--- config.mk ---
export PLATFORM = sky130hd
export DESIGN_NAME = lcw_ram
export DESIGN_NICKNAME = d
export VERILOG_FILES = /design/src/lcw_ram.sv
export SDC_FILE = /design/constraint.sdc
export NUM_CORES = 2
export LEC_CHECK = 0
export BUFFER_PORTS_ARGS = -buffer_cell sky130_fd_sc_hd__buf_2
export CORE_MARGIN = 2
export CORE_UTILIZATION = 49
export DETAILED_ROUTE_END_ITERATION = 10
export PLACE_DENSITY = 0.72
export RECOVER_POWER = 50
export SETUP_SLACK_MARGIN = 0.3
export SKIP_LAST_GASP = 1
export SLEW_MARGIN = 40
export SYNTH_ARGS = -nofsm -noshare
export SYNTH_HDL_FRONTEND = slang
export SYNTH_SLANG_ARGS = --single-unit
--- constraint.sdc ---
create_clock -name clk_i -period 2.6 [get_ports clk_i]
set_clock_uncertainty 0.05 [all_clocks]
set_input_delay 0.26 -clock clk_i [delete_from_list [all_inputs] [get_ports clk_i]]
set_output_delay 0.26 -clock clk_i [all_outputs]
set_load 0.05 [all_outputs]
--- src/lcw_ram.sv ---
`timescale 1ns / 1ps
// ----------------------------------------------------------------------------
// lcw_ram: generic single-clock ram
// One write port and one read port, read data registered.
// ----------------------------------------------------------------------------
module lcw_ram #(
  parameter int unsigned Width = 8,
  parameter int unsigned Depth = 256,
  localparam int unsigned AddrW = (Depth > 1) ? $clog2(Depth) : 1
) (
  input  logic             clk_i,
  input  logic             we_i,
  input  logic [AddrW-1:0] waddr_i,
  input  logic [Width-1:0] wdata_i,
  input  logic             re_i,
  input  logic [AddrW-1:0] raddr_i,
  output logic [Width-1:0] rdata_o
);

  logic [Width-1:0] mem_q [Depth];
  logic [Width-1:0] rdata_q;

  always_ff @(posedge clk_i) begin
    if (we_i) begin
      mem_q[waddr_i] <= wdata_i;
    end
    if (re_i) begin
      rdata_q <= mem_q[raddr_i];
    end
  end

  assign rdata_o = rdata_q;

endmodule

==> reports/qor.csv <==
stage;metric;value;unit
critical_path;critical path fanouts, max;13;
place;IO Port Bufs;34;
sta;hold slack;150;ps
floorplanning;row cnt;147;
clocking;cts bufs inserted;198;
sta;Least-Margin Pin Slew;2170;ps
routing;1st-iter DRT viols;5986;
logic_synthesis;yosys warns;0;
clocking;clock latency on the worst-skew pair;860;ps
sta;Final Setup Violations;5;
logic_synthesis;post-synthesis register bit count;2056;
logic_synthesis;Netlist cell types;54;
sta;f_max;382;MHz
place;Place WS;-736;ps
logic_synthesis;Avg Cell Area, Syn;21.3;sq um
cells_and_area;fin nets;4451;
cells_and_area;ratio of cells with drive above 1 in the final layout;30.7;%
routing;final wirelength;202000;um
floorplanning;Ports;35;
hold_path;worst min-delay path category;input pin to flip-flop;
critical_path;Slowest-stage cell, CP;clkbuf_1;
clocking;htree depth;4;
global_routing;GR Overflow Total;0;
sta;fin crit share;101;%
sta;fin crit period;2610;ps
logic_synthesis;syn_nets;3760;
routing;Via Count;42100;
clocking;clock root cell;clkbuf_16;
pwr;PwrDens;738;mW/mm^2
logic_synthesis;Post-synth EDFFs;2056;
clocking;Clock Path Buffers;3;
global_routing;vias in the first global route;41900;
critical_path;WP data required;3150;ps
logic_synthesis;Synth Flop Type;edfxtp_1;
global_routing;Total Routing Usage GR;24.3;%
place;placer congestion estimate;0.913;
routing;number of vias per cell;6.23;
critical_path;critical path class;input pin to flip-flop;
clocking;postcts setup bufs;0;
global_routing;first-pass GRT wire length;293000;um
routing;ANT nets after route;0;
critical_path;delay-heaviest family, CP;buffers and inverters;
sta;Worst Slack Setup Final;-14.4;ps
global_routing;largest net degree at the start of global routing;107;
floorplanning;Starting Density;49.5;%
logic_synthesis;synthesized area;0.0796;sq mm
floorplanning;full die area;0.166;sq mm
clocking;clock sinks;2056;
critical_path;Arrival @ worst endpoint;3170;ps
routing;DRC viols;0;
sta;Max Transition Viols Final;519;
clocking;TritonCTS clock tree;yes;
pwr;Leak;30.0;nW
run_status;run status;finished with violations;
logic_synthesis;Post-synth ARST share;0;%
critical_path;CP Cell Sequence;clkbuf_1 -> nor2_1 -> nand4_1 -> clkbuf_1 -> nor2_1 -> buf_4;
job;Max Cap Viol;12;
sta;Final Hold Vio Count;0;
critical_path;critical path launch point type;input pin;
sta;RSZ-0062 raised after global routing;true;
global_routing;initial antenna violation count;20;
logic_synthesis;Synth Instances;3733;
routing;mean routed wirelength per cell;30.0;um
floorplanning;Die Ht;407;um
critical_path;Crit. End Element;flip-flop;
critical_path;delay of the slowest cell on the worst path;1440;ps
pwr;Worst VDD drop;0.772;mV
sta;Worst slew margin;-44.4;%
floorplanning;total core area;0.161;sq mm
place;hpwl dp;129000;um
logic_synthesis;post-synthesis sequential area ratio;77.5;%
cells_and_area;Area growth syn-to-layout;17.4;%
floorplanning;die width;407;um
critical_path;worst path bufs/invs;3;
clocking;Clk pin slew, worst setup/hold paths;60;ps
run_status;failing checks;capacitance limit, slew limit, setup timing;
routing;first-pass iteration count of the detailed router;8;
[what timing repair did]
action,CTS,global route
hold endpoints to repair,410,0
hold buffers,9,0
endpoints found under the setup margin,8,8
pin swaps,11,9
gates cloned,0,0
gates resized for setup,26,18
[power breakdown]
part / switching (mW) / total [mW] / internal (mW) / leakage (nW)
clock: 12.4 / 28.5 / 16.1 / 3.16
sequential: 0.0714 / 36.6 / 36.6 / 18.5
combinational: 2.35 / 3.86 / 1.51 / 8.32
total: 14.9 / 69.0 / 54.1 / 30.0
[flip-flops by register name (all words and copies together), names as in the netlist]
register	flops
mem_q	2048
rdata_o	8
[synth_stat cells, types with 2 or more instances]
cell / n / area share [%]
a2111oi_0: 2 / 0.022
a2111oi_1: 2 / 0.025
a211oi_1: 16 / 0.15
a21oi_1: 96 / 0.60
a221oi_1: 13 / 0.14
a22o_1: 8 / 0.088
a22oi_1: 133 / 1.3
a311oi_1: 2 / 0.022
a31oi_1: 2 / 0.016
and2_1: 6 / 0.047
and3b_1: 2 / 0.022
buf_1: 22 / 0.10
buf_12: 8 / 0.20
buf_2: 31 / 0.19
buf_4: 27 / 0.25
buf_6: 21 / 0.30
buf_8: 13 / 0.25
clkbuf_1: 111 / 0.52
edfxtp_1: 2056 / 78
mux2i_1: 134 / 1.7
mux4_1: 2 / 0.066
mux4_2: 454 / 13
nand2_1: 33 / 0.16
nand2b_1: 8 / 0.063
nand3_1: 34 / 0.21
nand3b_1: 2 / 0.019
nand4_1: 10 / 0.079
nor2_1: 282 / 1.3
nor2b_1: 31 / 0.24
nor3_1: 22 / 0.14
nor4_1: 24 / 0.19
nor4_2: 3 / 0.047
o211ai_1: 10 / 0.094
o21ai_0: 10 / 0.063
o21ai_1: 2 / 0.013
o221ai_1: 46 / 0.51
o22a_1: 5 / 0.055
o22ai_1: 28 / 0.22
o32ai_1: 4 / 0.044
or2_2: 4 / 0.031
[final cells by class]
class	count	area, sq um
Inverter	2	7.51
Clock buffer	228	5110
Timing Repair Buffer	724	5780
Multi-Input combinational cell	1442	16800
Antenna cell	4	10.0
Fill cell	11300	67500
Tap cell	2160	2700
Sequential cell	2056	61700
Clock inverter	136	1350
[worst reg2reg max path, stage by stage (launching register included)]
cell and delay (ps):
edfxtp_1 400, mux4_2 460, a22o_1 270, a221oi_1 370, o221ai_1 210, a211oi_1 290
buf_4 180, nor4_1 40
[kinds of logic (layout without fill, tap and decap cells)]
| group | count (synthesis) | count (layout) | synth area share, % |
|---|---|---|---|
| flops | 2056 | 2056 | 77.5 |
| mux | 591 | 591 | 14.6 |
| other cells | 0 | 4 | 0 |
| buf+inv | 235 | 1090 | 1.83 |
| simple gates | 466 | 466 | 2.63 |
| compound gates | 385 | 385 | 3.42 |
[routing by layer]
layer | vias to the layer above | global-route usage, % | routed length (um)
li1 | 17100 | - | -
met1 | 21800 | 34.2 | 75000
met2 | 2749 | 38.1 | 95800
met3 | 445 | 5.04 | 23700
met4 | 10 | 8.54 | 7780
met5 | - | 0 | 59
[stage by stage]
step | power [mW] | utilization [%] | TNS, ps | std cells | area [sq um]
2_1_floorplan | 39.1 | - | 0 | 3733 | 79700
5_1_grt | 70.8 | 58.1 | 0 | 6748 | 93500
3_5_place_dp | 41.1 | 54.2 | -5090 | 6375 | 87300
6_report | 69.0 | 58.1 | -63.7 | 6752 | 93500
3_3_place_gp | 41.0 | 54.2 | -6550 | 6373 | 87300
4_1_cts | 69.3 | 58.4 | 0 | 6748 | 94000
[cells in the final DEF, fill, tap and decap left out, types with 12 or more instances in the layout]
cell type,synthesis,layout
a211oi_1,16,12
a21oi_1,96,93
a22oi_1,133,131
buf_12,8,65
buf_2,31,20
buf_4,27,494
bufinv_16,0,19
clkbuf_1,111,140
clkbuf_16,0,200
clkbuf_2,0,17
clkinv_1,1,43
clkinv_2,0,48
edfxtp_1,2056,2056
mux2i_1,134,134
mux4_2,454,454
nand2_1,33,33
nand3_1,34,34
nor2_1,282,278
nor2b_1,31,25
nor3_1,22,15
nor4_1,24,13
o221ai_1,46,46
o22ai_1,28,28
[final timing paths]
kind / startpoint / to / slack, ps / cells after the start
setup / recovery: waddr_i[2] / mem_q[35][1]$_DFFE_PP_ / -10 / 6
hold / removal: waddr_i[6] / mem_q[237][2]$_DFFE_PP_ / 150 / 4
setup reg to reg: mem_q[26][3]$_DFFE_PP_ / rdata_o[3]$_DFFE_PP_ / 60 / 7
hold reg to reg: mem_q[32][5]$_DFFE_PP_ / rdata_o[5]$_DFFE_PP_ / 1090 / 7
Note: power is estimated with default switching activity, not from simulation.
