==> src/lcw_pkg.sv <==
`timescale 1ns / 1ps
// ----------------------------------------------------------------------------
// lcw_pkg: shared types and constants of the lcw decompressor
// Command codes, phase and status encodings, and the records passed
// between the command decoder, the byte stage and the result queue.
// ----------------------------------------------------------------------------
package lcw_pkg;

  localparam int unsigned ByteW     = 8;
  localparam int unsigned CountW    = 17;
  localparam int unsigned RunW      = 16;
  localparam int unsigned TdataOutW = 32;
  localparam int unsigned TuserOutW = 5;

  // result queue
  localparam int unsigned OfifoDepth = 4;
  localparam int unsigned OfifoPtrW  = $clog2(OfifoDepth);
  localparam int unsigned OfifoCntW  = $clog2(OfifoDepth + 1);

  // command byte decoding
  localparam logic [7:0] CmdFill   = 8'hFE;
  localparam logic [7:0] CmdLong   = 8'hFF;
  localparam logic [5:0] LenMask   = 6'h3F;
  localparam logic [3:0] ShortHiMask = 4'hF;
  localparam logic [15:0] CountBias = 16'd3;

  typedef enum logic [6:0] {
    PH_CMD = 7'b0000001,
    PH_OPA = 7'b0000010,
    PH_OPB = 7'b0000100,
    PH_OPC = 7'b0001000,
    PH_OPD = 7'b0010000,
    PH_LIT = 7'b0100000,
    PH_RUN = 7'b1000000
  } phase_e;

  typedef enum logic [2:0] {
    K_NONE  = 3'd0,
    K_SHORT = 3'd1,
    K_LIT   = 3'd2,
    K_MED   = 3'd3,
    K_FILL  = 3'd4,
    K_LONG  = 3'd5
  } kind_e;

  typedef enum logic [2:0] {
    ST_OK      = 3'd0,
    ST_BYTE    = 3'd1,
    ST_END     = 3'd2,
    ST_LIMIT   = 3'd3,
    ST_BADOFF  = 3'd4,
    ST_REFUSED = 3'd5
  } status_e;

  // decoded item, byte value still open when it comes from the history
  typedef struct packed {
    logic              out_valid;
    logic              use_mem;
    logic [ByteW-1:0]  byte_val;
    status_e           status;
    logic [CountW-1:0] wcount;
    logic              done;
  } step_t;

  // finished result beat
  typedef struct packed {
    logic              done;
    status_e           status;
    logic              out_valid;
    logic [CountW-1:0] wcount;
    logic [ByteW-1:0]  out_byte;
  } result_t;

endpackage

==> src/lcw_ofifo.sv <==
`timescale 1ns / 1ps
// ----------------------------------------------------------------------------
// lcw_ofifo: result queue
// Small register queue decoupling the byte stage from the output stall.
// ----------------------------------------------------------------------------
module lcw_ofifo (
  input  logic                          clk_i,
  input  logic                          rst_ni,
  input  logic                          push_i,
  input  lcw_pkg::result_t              push_data_i,
  input  logic                          pop_i,
  output lcw_pkg::result_t              head_o,
  output logic [lcw_pkg::OfifoCntW-1:0] cnt_o
);

  lcw_pkg::result_t                entry_q [lcw_pkg::OfifoDepth];
  logic [lcw_pkg::OfifoPtrW-1:0]   wr_ptr_q, wr_ptr_d;
  logic [lcw_pkg::OfifoPtrW-1:0]   rd_ptr_q, rd_ptr_d;
  logic [lcw_pkg::OfifoCntW-1:0]   cnt_q, cnt_d;
  logic                            do_pop;

  assign do_pop = pop_i && (cnt_q != '0);

  always_comb begin
    wr_ptr_d = push_i ? wr_ptr_q + lcw_pkg::OfifoPtrW'(1) : wr_ptr_q;
    rd_ptr_d = do_pop ? rd_ptr_q + lcw_pkg::OfifoPtrW'(1) : rd_ptr_q;
    cnt_d    = cnt_q + lcw_pkg::OfifoCntW'(push_i) - lcw_pkg::OfifoCntW'(do_pop);
  end

  always_ff @(posedge clk_i or negedge rst_ni) begin
    if (!rst_ni) begin
      wr_ptr_q <= '0;
      rd_ptr_q <= '0;
      cnt_q    <= '0;
    end else begin
      wr_ptr_q <= wr_ptr_d;
      rd_ptr_q <= rd_ptr_d;
      cnt_q    <= cnt_d;
    end
  end

  always_ff @(posedge clk_i) begin
    if (push_i) begin
      entry_q[wr_ptr_q] <= push_data_i;
    end
  end

  assign head_o = entry_q[rd_ptr_q];
  assign cnt_o  = cnt_q;

endmodule

==> config.mk <==
export PLATFORM = sky130hd
export DESIGN_NAME = lcw_ofifo
export DESIGN_NICKNAME = d
export VERILOG_FILES = /design/src/lcw_pkg.sv /design/src/lcw_ofifo.sv
export SDC_FILE = /design/constraint.sdc
export NUM_CORES = 1
export LEC_CHECK = 0
export ABC_AREA = 1
export BUFFER_PORTS_ARGS = -buffer_cell sky130_fd_sc_hd__buf_2
export CORE_MARGIN = 4
export CORE_UTILIZATION = 50
export CTS_CLUSTER_SIZE = 12
export DETAILED_ROUTE_END_ITERATION = 8
export PLACE_DENSITY = 0.83
export SLEW_MARGIN = 40
export SYNTH_ARGS = -nofsm -noshare
export SYNTH_HDL_FRONTEND = slang
export SYNTH_SLANG_ARGS = --single-unit
==> constraint.sdc <==
create_clock -name clk_i -period 1.85 [get_ports clk_i]
set_clock_uncertainty 0.05 [all_clocks]
set_input_delay 0.4625 -clock clk_i [delete_from_list [all_inputs] [get_ports clk_i]]
set_output_delay 0.4625 -clock clk_i [all_outputs]
set_load 0.05 [all_outputs]
==> flow_metrics.tcl <==
set metrics [dict create \
    status "finished with violations" \
    violations "setup timing" \
    relSlewSlack_pct 80.8 \
    ios 67 \
    setup-violations-final 31 \
    period_needed_ns 2.21 \
    timing.setup.tns_ns -9.46 \
    synth_seq_cells 127 \
    gp_congestion 0.740 \
    max_stage_delay_ns 0.44 \
    crit_type "reg2out" \
    synth-async-reset-ratio_pct 5.51 \
    nNetsFinal 556 \
    path_cells "buf_12 -> nor2_1 -> nor2_1 -> o21ai_0 -> nand2_1 -> buf_6" \
    worst-endpoint-required_ns 1.34 \
    grt_max_degree 49 \
    finalHoldViolCount 0 \
    slowest_stage "dfrtp_2" \
    clock_sinks 127 \
    yosysTopAreaCell "edfxtp_1" \
    start_util_pct 51.9 \
    ys_seq_area_share_pct 73.9 \
    clk_path_buf_depth 2 \
    synthTopCellsByCount "120 x edfxtp_1, 106 x nand2_1, 61 x nor2_1" \
    period_share_pct 120 \
    worst_hold_path_type "in2reg" \
    crit_path_frequent_cell "nor2_1" \
    track_usage_pct 17.9 \
    area_delta_synth_final_pct 27.4 \
    vias_per_cell 4.98 \
    diodes 0 \
    end_kind "output pin" \
    syn_inst 432 \
    synth_warnings 0 \
    hpwlAfterDp_mm 5.82 \
    htree_num_levels 4 \
    nFillCells 667 \
    yosysTopAreaCellShare_pct 70.4 \
    dieArea_um2 11900 \
    critPathMaxFanout 48 \
    ff2ff_path_depth 11 \
    yosys.cell_count.top_type "edfxtp_1" \
    antenna_left 0 \
    worst_slack_ns -0.365 \
    drtIter0Drc 228 \
    drv_slew 0 \
    rsz0062_at_grt "yes" \
    drv_cap 0 \
    wl_met1_mm 4.01 \
    seqCellArea_um2 3780 \
    grt_pass1_wl_mm 15.7 \
    multi_input_area_um2 1110 \
    routed_wl_mm 9.96 \
    rows 36 \
    cts_tree "built" \
    synth_area_leaders "edfxtp_1 70%, nand2_1 7.8%, nor2_1 4.5%, o21ai_0 3.9%, dfrtp_1 3.4%" \
    port-buffer-count 66 \
    met3_length_um 569 \
    wl_per_cell_um 15.1 \
    clkSlewWorstSetupHoldPaths_ns 0.06 \
    final_util_pct 66.1 \
    synth_cell_types 18 \
    wl_met2_mm 5.24 \
    ys.flop_type "edfxtp_1" \
    max_freq_mhz 452 \
    worst_ep_arrival_time_ns 1.70 \
    synth_edf_count 120 \
    overflow 0 \
    drcViolationCount 0 \
    whs_path_depth 1 \
    syn-cell-area_um2 5120 \
    clk-insertion-delay-late_ns 0.51 \
    dieWidth_um 109 \
    antenna_found_initial 2 \
    avgSynthCellArea_um2 11.8 \
    first_global_vias 3348 \
    start_kind "flop" \
    p_leak_nw 2.69 \
    num_vias 3290 \
    first_pass_iters 4 \
    drive_gt1_share_pct 24.4 \
    peakVddDrop_uv 1300 \
    power_density_nw_per_um2 2010 \
    core-area_um2 9860 \
    cts_buffers 17 \
    tightest_slew_ns 0.288 \
    synth_nets 473 \
    chipHeight_um 109 \
    cts_root_buf "clkbuf_8" \
    routed.top_layer "met5" \
]
flip-flops by register name, summed over array words and instances, names as in the netlist:
| name | cells |
|---|---|
| cnt_o | 3 |
| entry_q | 120 |
| rd_ptr_q | 2 |
| wr_ptr_q | 2 |
worst paths after layout:
check                                         from  slack, ns                       end
hold / removal                     push_data_i[20]       0.11  entry_q[2][20]$_DFFE_PP_
hold reg to reg            rd_ptr_q[1]$_DFFE_PN0P_       0.47   rd_ptr_q[1]$_DFFE_PN0P_
min in group asynchronous                   rst_ni       0.27   rd_ptr_q[1]$_DFFE_PN0P_
setup reg to reg                cnt_o[1]$_DFF_PN0_      -0.09        cnt_o[2]$_DFF_PN0_
setup / recovery           rd_ptr_q[0]$_DFFE_PN0P_      -0.36                head_o[14]
max in group asynchronous                   rst_ni       1.30   rd_ptr_q[0]$_DFFE_PN0P_
metal layers:
metal,up-vias,track usage [%]
li1,1604,-
met1,1571,20.4
met2,95,31.1
met3,16,5.98
met4,4,7.03
met5,-,0
cell families (layout without fill, tap and decap cells):
logic type / Yosys count / in the layout / synth area share (%)
compound gates: 61 / 61 / 5.97
xor+xnor: 3 / 3 / 0.514
simple gates: 169 / 169 / 12.4
fa+ha+maj: 7 / 7 / 1.86
flops: 127 / 127 / 73.9
buf+inv: 65 / 161 / 5.36
worst max-delay path: cells and delay by family, from the launching register on:
family                 cells  cell delay, ns
AND/OR/NAND/NOR            3            0.29
AO/OA/AOI/OAI              1            0.08
buffers and inverters      2            0.35
flip-flops                 1            0.44
placed cells by master (no fill, tap or decap), drive strengths merged:
cell,Yosys,routed
dfrtp,7,7
clkbuf,9,17
nor2,61,61
o21ai,61,61
xor2,2,2
nand2,106,106
clkinv,0,5
dlygate4sd3,0,1
inv,45,51
fa,1,1
ha,6,6
bufinv,0,2
clkinvlp,0,2
buf,11,83
xnor2,1,1
nand3,2,2
edfxtp,120,120
layout make-up:
type / instances / area share (%)
clock buffer: 17 / 6.35
clock inverter: 15 / 2.44
inverter: 45 / 2.59
multi-input combinational: 240 / 17.0
sequential: 127 / 58.1
tap: 133 / 2.55
timing repair buffer: 84 / 11.0
stage by stage:
stage          hold WS, ns  cell area [um2]  cells  power (mW)  setup slack, ns
5_1_grt             0.0901             6520    661        13.8           -0.489
3_5_place_dp         0.261             5690    627        9.10           -0.102
3_3_place_gp         0.251             5690    627        8.95          -0.0530
4_1_cts             0.0837             6470    661        13.0           -0.375
6_report             0.112             6520    661        13.1           -0.365
2_1_floorplan        0.117             5120    432        7.74           -0.193
report_power, final:
part / internal (mW) / leakage [nW] / total (mW) / switching, mW
Sequential: 3.79 / 1.18 / 3.96 / 0.175
Clock: 1.93 / 0.275 / 3.14 / 1.21
Combinational: 1.96 / 1.24 / 5.98 / 4.02
Total: 7.68 / 2.69 / 13.1 / 5.41
timing repair:
action                     CTS  global route
gates resized for setup     72            23
hold endpoints to repair     7             0
hold buffers                 1             0
setup endpoints to repair   31            32
setup buffers                1             0
pin swaps                    1             4
(Power assumes the default switching activity.)
