**src/lcw_pkg.sv**
```systemverilog
`timescale 1ns / 1ps
// ----------------------------------------------------------------------------
// lcw_pkg: shared types and constants of the lcw decompressor
// Command codes, phase and status encodings, and the records passed
// between the command decoder, the byte stage and the result queue.
// ----------------------------------------------------------------------------
package lcw_pkg;

  localparam int unsigned ByteW     = 8;
  localparam int unsigned CountW    = 17;
  localparam int unsigned RunW      = 16;
  localparam int unsigned TdataOutW = 32;
  localparam int unsigned TuserOutW = 5;

  // result queue
  localparam int unsigned OfifoDepth = 4;
  localparam int unsigned OfifoPtrW  = $clog2(OfifoDepth);
  localparam int unsigned OfifoCntW  = $clog2(OfifoDepth + 1);

  // command byte decoding
  localparam logic [7:0] CmdFill   = 8'hFE;
  localparam logic [7:0] CmdLong   = 8'hFF;
  localparam logic [5:0] LenMask   = 6'h3F;
  localparam logic [3:0] ShortHiMask = 4'hF;
  localparam logic [15:0] CountBias = 16'd3;

  typedef enum logic [6:0] {
    PH_CMD = 7'b0000001,
    PH_OPA = 7'b0000010,
    PH_OPB = 7'b0000100,
    PH_OPC = 7'b0001000,
    PH_OPD = 7'b0010000,
    PH_LIT = 7'b0100000,
    PH_RUN = 7'b1000000
  } phase_e;

  typedef enum logic [2:0] {
    K_NONE  = 3'd0,
    K_SHORT = 3'd1,
    K_LIT   = 3'd2,
    K_MED   = 3'd3,
    K_FILL  = 3'd4,
    K_LONG  = 3'd5
  } kind_e;

  typedef enum logic [2:0] {
    ST_OK      = 3'd0,
    ST_BYTE    = 3'd1,
    ST_END     = 3'd2,
    ST_LIMIT   = 3'd3,
    ST_BADOFF  = 3'd4,
    ST_REFUSED = 3'd5
  } status_e;

  // decoded item, byte value still open when it comes from the history
  typedef struct packed {
    logic              out_valid;
    logic              use_mem;
    logic [ByteW-1:0]  byte_val;
    status_e           status;
    logic [CountW-1:0] wcount;
    logic              done;
  } step_t;

  // finished result beat
  typedef struct packed {
    logic              done;
    status_e           status;
    logic              out_valid;
    logic [CountW-1:0] wcount;
    logic [ByteW-1:0]  out_byte;
  } result_t;

endpackage

```
**src/lcw_ctrl.sv**
```systemverilog
`timescale 1ns / 1ps
// ----------------------------------------------------------------------------
// lcw_ctrl: command decoder and run sequencer
// Parses command and operand bytes, tracks the pending copy or fill,
// checks offsets and the output limit, and issues history reads.
// ----------------------------------------------------------------------------
module lcw_ctrl #(
  parameter int unsigned HISTORY_DEPTH = 65536,
  localparam int unsigned AddrW = (HISTORY_DEPTH > 1) ? $clog2(HISTORY_DEPTH) : 1
) (
  input  logic                      clk_i,
  input  logic                      rst_ni,
  input  logic                      cfg_valid_i,
  input  logic [lcw_pkg::CountW-1:0] cfg_data_i,
  input  logic                      acc_i,
  input  logic                      mode_i,
  input  logic [lcw_pkg::ByteW-1:0] data_i,
  output lcw_pkg::step_t            step_o,
  output logic                      rd_en_o,
  output logic [AddrW-1:0]          rd_addr_o
);

  localparam logic [lcw_pkg::CountW-1:0] DepthC = lcw_pkg::CountW'(HISTORY_DEPTH);
  localparam logic [lcw_pkg::CountW-1:0] LimitRst = lcw_pkg::CountW'(65536);

  logic [lcw_pkg::CountW-1:0] limit_q, limit_d;
  logic [lcw_pkg::CountW-1:0] wc_q, wc_d;
  lcw_pkg::phase_e            phase_q, phase_d;
  lcw_pkg::kind_e             kind_q, kind_d;
  logic [lcw_pkg::RunW-1:0]   rc_q, rc_d;
  logic [AddrW-1:0]           cs_q, cs_d;
  logic [lcw_pkg::ByteW-1:0]  fv_q, fv_d;
  logic [lcw_pkg::ByteW-1:0]  olow_q, olow_d;
  logic                       fin_q, fin_d;

  logic [lcw_pkg::CountW-1:0] eff_limit;
  logic [lcw_pkg::RunW-1:0]   off_short;
  logic [lcw_pkg::RunW-1:0]   off_abs;
  logic                       emit;
  lcw_pkg::step_t             step;

  assign eff_limit = (limit_q > DepthC) ? DepthC : limit_q;
  assign off_short = {olow_q, data_i};
  assign off_abs   = {data_i, olow_q};

  always_comb begin
    limit_d = cfg_valid_i ? cfg_data_i : limit_q;
    wc_d    = wc_q;
    phase_d = phase_q;
    kind_d  = kind_q;
    rc_d    = rc_q;
    cs_d    = cs_q;
    fv_d    = fv_q;
    olow_d  = olow_q;
    fin_d   = fin_q;
    emit    = 1'b0;
    step    = '0;
    step.status = lcw_pkg::ST_OK;

    if (acc_i) begin
      if (fin_q) begin
        step.status = lcw_pkg::ST_REFUSED;
      end else if (wc_q >= eff_limit) begin
        fin_d = 1'b1;
        step.status = lcw_pkg::ST_LIMIT;
      end else if (mode_i) begin
        if (phase_q != lcw_pkg::PH_RUN) begin
          step.status = lcw_pkg::ST_REFUSED;
        end else begin
          step.use_mem  = (kind_q != lcw_pkg::K_FILL);
          step.byte_val = (kind_q == lcw_pkg::K_FILL) ? fv_q : '0;
          cs_d = cs_q + AddrW'(1);
          rc_d = rc_q - 16'd1;
          if (rc_q == 16'd1) begin
            phase_d = lcw_pkg::PH_CMD;
          end
          emit = 1'b1;
        end
      end else if (phase_q == lcw_pkg::PH_RUN) begin
        step.status = lcw_pkg::ST_REFUSED;
      end else begin
        case (phase_q)
          lcw_pkg::PH_OPA: begin
            if (kind_q == lcw_pkg::K_SHORT) begin
              if (off_short == '0 || {1'b0, off_short} > wc_q) begin
                fin_d = 1'b1;
                step.status = lcw_pkg::ST_BADOFF;
              end else begin
                cs_d    = AddrW'(wc_q - {1'b0, off_short});
                phase_d = lcw_pkg::PH_RUN;
              end
            end else begin
              olow_d  = data_i;
              phase_d = lcw_pkg::PH_OPB;
            end
          end
          lcw_pkg::PH_OPB: begin
            if (kind_q == lcw_pkg::K_MED) begin
              if ({1'b0, off_abs} >= wc_q) begin
                fin_d = 1'b1;
                step.status = lcw_pkg::ST_BADOFF;
              end else begin
                cs_d    = off_abs[AddrW-1:0];
                phase_d = lcw_pkg::PH_RUN;
              end
            end else begin
              rc_d    = off_abs;
              phase_d = lcw_pkg::PH_OPC;
            end
          end
          lcw_pkg::PH_OPC: begin
            if (kind_q == lcw_pkg::K_FILL) begin
              fv_d    = data_i;
              phase_d = (rc_q != '0) ? lcw_pkg::PH_RUN : lcw_pkg::PH_CMD;
            end else begin
              olow_d  = data_i;
              phase_d = lcw_pkg::PH_OPD;
            end
          end
          lcw_pkg::PH_OPD: begin
            // empty long copy skips the offset check
            if (rc_q == '0) begin
              phase_d = lcw_pkg::PH_CMD;
            end else if ({1'b0, off_abs} >= wc_q) begin
              fin_d = 1'b1;
              step.status = lcw_pkg::ST_BADOFF;
            end else begin
              cs_d    = off_abs[AddrW-1:0];
              phase_d = lcw_pkg::PH_RUN;
            end
          end
          lcw_pkg::PH_LIT: begin
            step.byte_val = data_i;
            rc_d = rc_q - 16'd1;
            if (rc_q == 16'd1) begin
              phase_d = lcw_pkg::PH_CMD;
            end
            emit = 1'b1;
          end
          default: begin
            phase_d = lcw_pkg::PH_CMD;
            if (!data_i[7]) begin
              kind_d  = lcw_pkg::K_SHORT;
              rc_d    = {13'd0, data_i[6:4]} + lcw_pkg::CountBias;
              olow_d  = {4'd0, data_i[3:0] & lcw_pkg::ShortHiMask};
              phase_d = lcw_pkg::PH_OPA;
            end else if (!data_i[6]) begin
              if ((data_i[5:0] & lcw_pkg::LenMask) == '0) begin
                // end of data marker
                fin_d = 1'b1;
                step.status = lcw_pkg::ST_END;
              end else begin
                kind_d  = lcw_pkg::K_LIT;
                rc_d    = {10'd0, data_i[5:0]};
                phase_d = lcw_pkg::PH_LIT;
              end
            end else if (data_i == lcw_pkg::CmdFill) begin
              kind_d  = lcw_pkg::K_FILL;
              phase_d = lcw_pkg::PH_OPA;
            end else if (data_i == lcw_pkg::CmdLong) begin
              kind_d  = lcw_pkg::K_LONG;
              phase_d = lcw_pkg::PH_OPA;
            end else begin
              kind_d  = lcw_pkg::K_MED;
              rc_d    = {10'd0, data_i[5:0]} + lcw_pkg::CountBias;
              phase_d = lcw_pkg::PH_OPA;
            end
          end
        endcase
      end

      if (emit) begin
        step.out_valid = 1'b1;
        wc_d = wc_q + lcw_pkg::CountW'(1);
        if (wc_d >= eff_limit) begin
          fin_d = 1'b1;
          step.status = lcw_pkg::ST_LIMIT;
        end else begin
          step.status = lcw_pkg::ST_BYTE;
        end
      end
      step.wcount = wc_d;
      step.done   = fin_d;
    end
  end

  always_ff @(posedge clk_i or negedge rst_ni) begin
    if (!rst_ni) begin
      limit_q <= LimitRst;
      wc_q    <= '0;
      phase_q <= lcw_pkg::PH_CMD;
      kind_q  <= lcw_pkg::K_NONE;
      rc_q    <= '0;
      cs_q    <= '0;
      fv_q    <= '0;
      olow_q  <= '0;
      fin_q   <= 1'b0;
    end else begin
      limit_q <= limit_d;
      wc_q    <= wc_d;
      phase_q <= phase_d;
      kind_q  <= kind_d;
      rc_q    <= rc_d;
      cs_q    <= cs_d;
      fv_q    <= fv_d;
      olow_q  <= olow_d;
      fin_q   <= fin_d;
    end
  end

  assign step_o    = step;
  assign rd_en_o   = acc_i & mode_i;
  assign rd_addr_o = cs_q;

endmodule

```
**config.mk**
```make
export PLATFORM = sky130hd
export DESIGN_NAME = lcw_ctrl
export DESIGN_NICKNAME = d
export VERILOG_FILES = /design/src/lcw_pkg.sv /design/src/lcw_ctrl.sv
export SDC_FILE = /design/constraint.sdc
export NUM_CORES = 1
export LEC_CHECK = 0
export ABC_AREA = 1
export CAP_MARGIN = 20
export CORE_MARGIN = 2
export CORE_UTILIZATION = 55
export DETAILED_ROUTE_END_ITERATION = 10
export DONT_BUFFER_PORTS = 1
export PLACE_DENSITY = 0.7
export SYNTH_ARGS = -nofsm -noshare
export SYNTH_HDL_FRONTEND = slang
export SYNTH_SLANG_ARGS = --single-unit
```
**constraint.sdc**
```tcl
create_clock -name clk_i -period 5.8 [get_ports clk_i]
set_input_delay 0.58 -clock clk_i [delete_from_list [all_inputs] [get_ports clk_i]]
set_output_delay 0.58 -clock clk_i [all_outputs]
set_load 0.03 [all_outputs]
```
==> results of run 1 <==
flip-flops by register name, summed over array words and instances, names as in the netlist:
register / flops
rd_addr_o: 16
olow_q: 8
limit_q: 17
fin_q: 1
fv_q: 8
rc_q: 16
phase_q: 7
kind_q: 3
wc_q: 17
synthesized netlist by cell type, types with 3 or more instances:
library cell | n | area share [%]
a31oi_1 | 4 | 0.28
buf_6 | 6 | 0.74
buf_4 | 3 | 0.25
clkbuf_1 | 15 | 0.62
o22ai_1 | 20 | 1.4
a21oi_1 | 73 | 4.0
nor3_1 | 18 | 0.99
nor3_2 | 4 | 0.44
buf_2 | 7 | 0.39
o21ai_2 | 19 | 1.8
xor2_1 | 27 | 2.6
nand4_1 | 25 | 1.7
inv_2 | 13 | 0.54
o211ai_1 | 4 | 0.33
o21ai_0 | 87 | 4.8
nand3b_1 | 3 | 0.25
mux2_2 | 15 | 1.9
a21o_1 | 5 | 0.41
inv_1 | 140 | 5.8
a22oi_1 | 4 | 0.33
and2_1 | 4 | 0.28
dfrtp_1 | 91 | 25
nor2_1 | 131 | 5.4
nor2_4 | 3 | 0.37
or2_2 | 4 | 0.28
xnor2_1 | 5 | 0.48
nand2_2 | 10 | 0.69
nor4_1 | 6 | 0.41
nand2_1 | 365 | 15
a32oi_1 | 4 | 0.39
nand3_1 | 72 | 4.0
nand2_4 | 6 | 0.74
ha_1 | 95 | 13
routing by layer:
| metal | global-route usage (%) | wire, µm | vias to the layer above | part of all wire [%] |
|---|---|---|---|---|
| li1 | - | - | 4333 | - |
| met1 | 41.2 | 12000 | 4079 | 42 |
| met2 | 53.7 | 13200 | 318 | 46 |
| met3 | 5.57 | 1800 | 79 | 6.3 |
| met4 | 17.1 | 1540 | 0 | 5.4 |
| met5 | 0 | 0 | - | 0 |
kinds of logic after synthesis:
logic type | count (synthesis)
simple gates | 664
fa+ha+maj | 96
buf+inv | 187
xor+xnor | 32
compound gates | 232
flops | 93
mux | 15
power groups by stage:
stage / Clock [µW] / Sequential (µW) / Combinational (µW)
floorplan: 0 / 1130 / 2260
detailed placement: 0 / 1240 / 2850
global placement: 0 / 1240 / 2830
finish: 594 / 1240 / 2920
CTS: 607 / 1230 / 2880
global route: 629 / 1270 / 3260
metrics by stage:
stage	power [µW]	util, %	setup slack [ns]	instance area, µm²	hold slack (ns)
after floorplan	3380	-	1.96	9070	0.284
after global placement	4070	57.3	1.43	9170	0.287
after detailed placement	4090	57.3	1.39	9170	0.287
after CTS	4720	59.3	0.985	9490	0.0560
after global routing	5160	59.3	0.657	9490	0.0509
final	4750	59.3	0.992	9490	0.0670
worst paths after layout:
| kind | start | to | slack (ns) | depth (start not counted) |
|---|---|---|---|---|
| max in group asynchronous | rst_ni | wc_q[11] | 5.27 | 1 |
| min | rst_ni | phase_q[0] | 0.07 | 0 |
| min in group clk_i | cfg_valid_i | limit_q[16] | 0.30 | 1 |
| max reg2reg | limit_q[13] | phase_q[6] | 1.80 | 19 |
| max | limit_q[13] | step_o[17] | 0.99 | 16 |
| min reg2reg | fv_q[0] | fv_q[0] | 0.49 | 2 |
area by class of cell:
| class | count | area, µm² | area share (%) |
|---|---|---|---|
| well taps | 216 | 270 | 2.85 |
| flip-flops and latches | 93 | 2330 | 24.6 |
| clock inverters | 4 | 32.5 | 0.343 |
| repair buffers | 3 | 42.5 | 0.448 |
| multi-input cells | 1039 | 5970 | 62.9 |
| inverters | 156 | 589 | 6.21 |
| clock buffers | 12 | 256 | 2.70 |
==> metrics, run 1 <==
status=finished, final reports clean; gr usage total=32.7%; CP most frequent cell=nand2_1; clk sink count=93; commonest non-fill, non-tap cell in the layout=nand2_1; initial drt markers=789; Final Slew Violations=0; largest net degree at the start of global routing=92; grt ovf=0; post-CTS sizing=0; CP Capture Type=output pin; most frequent cells in the layout=nand2_1 (365), inv_1 (140), nor2_1 (131); Starting Density=56.7%; Synth Area in Compound Gates=15.0%; adder-cell share of the synthesized area=13.3%; # DRC=0; # hold bufs at CTS=1; main combinational cell family by area after synthesis=simple AND/OR/NAND/NOR gates; core area=0.0160 mm²; logic gate share of total power=61.4%; clk_lat worst skew=0.36 ns; Worst Path Max Fanout=26; ys async rst share=100%; Post-synth EDFFs=0; # nets final=1428; share of cells above drive strength 1=8.49%; Clk pwr share=12.5%; Distinct cells, synth=56; Final period util=82.9%; wire per inst=18.7 µm; mux cell area share after synthesis=1.86%; synthesized area=0.00907 mm²; Worst-Margin Slew=1.00 ns; die area=0.0175 mm²; achievable frequency=208 MHz; TritonCTS Buffers=9; routed wire length=28.5 mm; I/O pins=78; CTS H-tree lvls=3; largest stage delay on the critical path=0.45 ns; Critical Path AT=4.23 ns; maximum VDD drop=0.229 mV; Placed Cells=1506; syn nets=1445; Worst Clk Skew=0.00728 ns; HPWL Detailed=21.9 mm; area added between synthesis and finish=4.64%; Post-Synth XOR/XNOR Area=3.09%; Flop pwr share=26.1%; RePlAce Congestion=1.02; CP delay by family, top=simple AND/OR/NAND/NOR gates; net switching power=2620 µW; post-CTS setup buffers=0; Synth Warn #=0; CTS Buffer Depth=2; Hold Vio Cnt, Final=0; IO Port Bufs=0; die height=132 µm; crit path kind=flop to output pin; global-route wire length before repair=44.8 mm; min cycle time layout=4.81 ns; remaining antenna violation count after routing=0; CTS tree=yes; Final Setup Violations=0; via count=8809; relative slew slack=32.7%; Root Driver=clkbuf_16; Lkg Pwr=0.00492 µW; Cell Count, Final, Fillers Out=1523; cell count after synthesis=1319; Die Span X=132 µm; Post-Route Setup TNS=0 ns; post-synthesis sequential area ratio=25.7%; Primary FF master, synth=dfrtp_1; Crit path buffers/inverters=2; crit path launch type=flop; row count=46; Min-Delay Path Class=input pin to asynchronous set/reset pin; worst path required time=5.22 ns; CTS clk-pin slew, worst paths=0.07 ns; Syn Area/Cell=6.88 µm²; vias per cell=5.78; Filler cells=1612; Synth Area in Simple Gates=32.6%; PwrDens=501 mW/mm²; diode count=0; flops & latches, synth=93; P_int=2130 µW; drt first pass iters=5; RSZ-0062 raised after global routing=no; Switching Fraction=55.2%; vias in the first global route=8325; crit-path cells=nor4_1 -> nand4_1 -> nand2_1 -> nand2_1 -> ha_1 -> nand2_1 -> nor2_1 -> and2_1 -> nand3b_1 -> nand4_4 -> nor2_8 -> nand2_4 -> clkinv_2 -> nand2_1 -> inv_1 -> nor2_1; Critical-path top delay cell=nor2_1; max cap viols=0; initial antenna violation count=0
Power figures use the tool's default switching activity.
==> inputs of run 2 (changes only) <==
PLACE_DENSITY = 0.73   (was 0.7)
clock period = 3.91 ns   (was 5.8 ns; I/O delays follow)
==> run 2 against run 1 <==
The run now ends with setup timing left. Flip-flop and latch count stayed put. Worst setup slack worse by 1.0 ns. Clock power rose by 51%. Count of clock-buffer cells in the layout shrank 1. Combinational power rose by 68%. Hold slack improved by 0.041 ns. Clock skew increased by 0.0069 ns.
==> metrics, run 2 (synthesis gave the netlist of run 1 again) <==
IO Port Bufs=0 (unchanged); vias per cell=5.88 (+1.7%); Min-Delay Path Class=input pin to flop; diode count=0 (unchanged); core area=0.0160 mm² (unchanged); die height=132 µm (unchanged); crit path kind=flop to output pin; Final Setup Violations=3 (+3); share of cells above drive strength 1=19.1% (+11 points); HPWL Detailed=22.5 mm (+3.0%); gr usage total=33.5% (+0.80 points); RePlAce Congestion=1.03 (+0.68%); CTS Buffer Depth=2 (unchanged); maximum VDD drop=0.402 mV (+75%); max cap viols=0 (unchanged); CTS clk-pin slew, worst paths=0.07 ns (about the same); worst hold slack=0.108 ns (+0.0406 ns); TritonCTS Buffers=9 (unchanged); top flop regs=limit_q x17, wc_q x17; via count=9320 (+5.8%); Critical Path AT=3.55 ns (-0.68 ns); most frequent cells in the layout=nand2_1 (341), inv_1 (130), nor2_1 (117); RSZ-0062 raised after global routing=yes; CTS H-tree lvls=3 (unchanged); routed wire length=31.1 mm (+9.1%); crit-path cells=nor4_2 -> buf_4 -> nand4_1 -> nand2_2 -> buf_8 -> nand2_4 -> ha_4 -> a21o_1 -> nor2_1 -> nand2_1 -> nand2_2 -> nand4_4 -> nor2_8 -> nand2_8 -> clkbuf_16 -> nor2_1 -> nor2_1 -> buf_4; CP Capture Type=output pin; area added between synthesis and finish=16.0%; remaining antenna violation count after routing=0 (unchanged); Die Span X=132 µm (unchanged); crit path launch type=flop; largest stage delay on the critical path=0.41 ns (-0.04 ns); # nets final=1490 (+4.3%); met3 usage=5.42% (-0.15 points); drt first pass iters=7 (+2); Root Driver=clkbuf_16; Starting Density=56.7% (unchanged); Hold Vio Cnt, Final=0 (unchanged); row count=46 (unchanged); largest net degree at the start of global routing=94 (+2.2%); clk sink count=93 (unchanged); wire per inst=19.6 µm (+4.8%); worst hold path stage count=1; status=finished with violations; R2R cell count=18 (-1); die area=0.0175 mm² (unchanged); Worst Clk Skew=0.0142 ns (+0.00695 ns); Final period util=101%; failing checks=setup timing; clk_lat worst skew=0.37 ns (about the same); worst path required time=3.52 ns (-1.70 ns); Cell Count, Final, Fillers Out=1585 (+4.1%); commonest non-fill, non-tap cell in the layout=nand2_1; I/O pins=78 (unchanged); Worst-Margin Slew=0.924 ns (-0.0789 ns); Final WS setup=-0.0262 ns (-1.02 ns); grt ovf=0 (unchanged); PwrDens=732 mW/mm² (+46%); achievable frequency=254 MHz; vias in the first global route=8499 (+2.1%); Placed Cells=1539 (+2.2%); Critical-path top delay cell=dfrtp_1; CP most frequent cell=nor2_1; grt peak-use layer=met2; global-route wire length before repair=46.0 mm (+2.6%); relative slew slack=38.2% (+5.6 points); initial antenna violation count=0 (unchanged); Final Slew Violations=0 (unchanged); initial drt markers=754 (-4.4%); CTS tree=yes; Worst Path Max Fanout=7 (-73%); Global Route met1 Usage=41.3% (+0.076 points); Lkg Pwr=0.00526 µW (+7.1%); # DRC=0 (unchanged); min cycle time layout=3.94 ns; M2 GR Usage=57.4% (+3.7 points)
run 2: cell types whose count changed in the layout (fill, tap and decap cells not counted), moves of 6 or more:
cell and change:
ha_1 -19, inv_1 -10, nand2_2 +19, inv_2 +9, nor2_1 -14, nor2_2 +11
buf_4 +53, dfrtp_1 -6, nand2_1 -24, ha_4 +19, o21ai_0 -6, dfrtp_2 +6
run 2: what timing repair did:
action	4_1_cts	5_1_grt
endpoints found under the hold margin	93	0
cloned	0	3
resized for setup	22	102
setup buffers	4	21
hold buffers	2	0
pin swaps	0	26
setup endpoints to repair	19	30
run 2: cell type report:
| type | count | area, µm² |
|---|---|---|
| inverter | 156 | 596 |
| clock buffer | 11 | 243 |
| clock inverter | 5 | 42.5 |
| fill | 1449 | 5480 |
| timing repair buffer | 64 | 564 |
| sequential | 93 | 2340 |
| tap | 216 | 270 |
| multi-input combinational | 1040 | 6470 |
run 2: report_power, final:
group          switching, µW  total (µW)  leakage, µW  internal, µW
sequential               642        1890      0.00119          1250
combinational           3160        4920      0.00394          1760
clock                    439         896     0.000137           457
total                   4240        7710      0.00526          3470
run 2: final timing paths:
kind,from,endpoint,slack (ns)
max,limit_q[15],step_o[9],-0.03
min,cfg_valid_i,limit_q[16],0.11
max reg2reg,limit_q[15],olow_q[7],0.34
min reg2reg,phase_q[0],phase_q[0],0.48
max in group asynchronous,rst_ni,wc_q[1],2.89
min in group asynchronous,rst_ni,rc_q[15],0.61
run 2: through the flow:
stage               worst slack (ns)  instance area, µm²   TNS, ns  utilization [%]  total power (µW)
finish                       -0.0262               10500   -0.0565             65.7              7710
global route                  -0.196               10500     -3.65             65.7              8260
CTS                         -0.00213                9850  -0.00213             61.5              7200
detailed placement             0.142                9420         0             58.9              6220
global placement              0.0536                9420         0             58.9              6200
floorplan                      0.259                9070         0                -              5020
run 2: critical path, delay by kind of cell (launching register included):
family                   cells  cell delay [ns]
flip-flops                   1             0.41
AND/OR/NAND/NOR             12             1.66
AO/OA/AOI/OAI                1             0.18
buffers and inverters        4             0.67
adder cells (fa/ha/maj)      1             0.26
run 2: per-layer routing:
metal | vias to the layer above | wire [µm]
li1 | 4454 | -
met1 | 4330 | 12300
met2 | 424 | 14900
met3 | 112 | 2160
met4 | 0 | 1690
met5 | - | 0
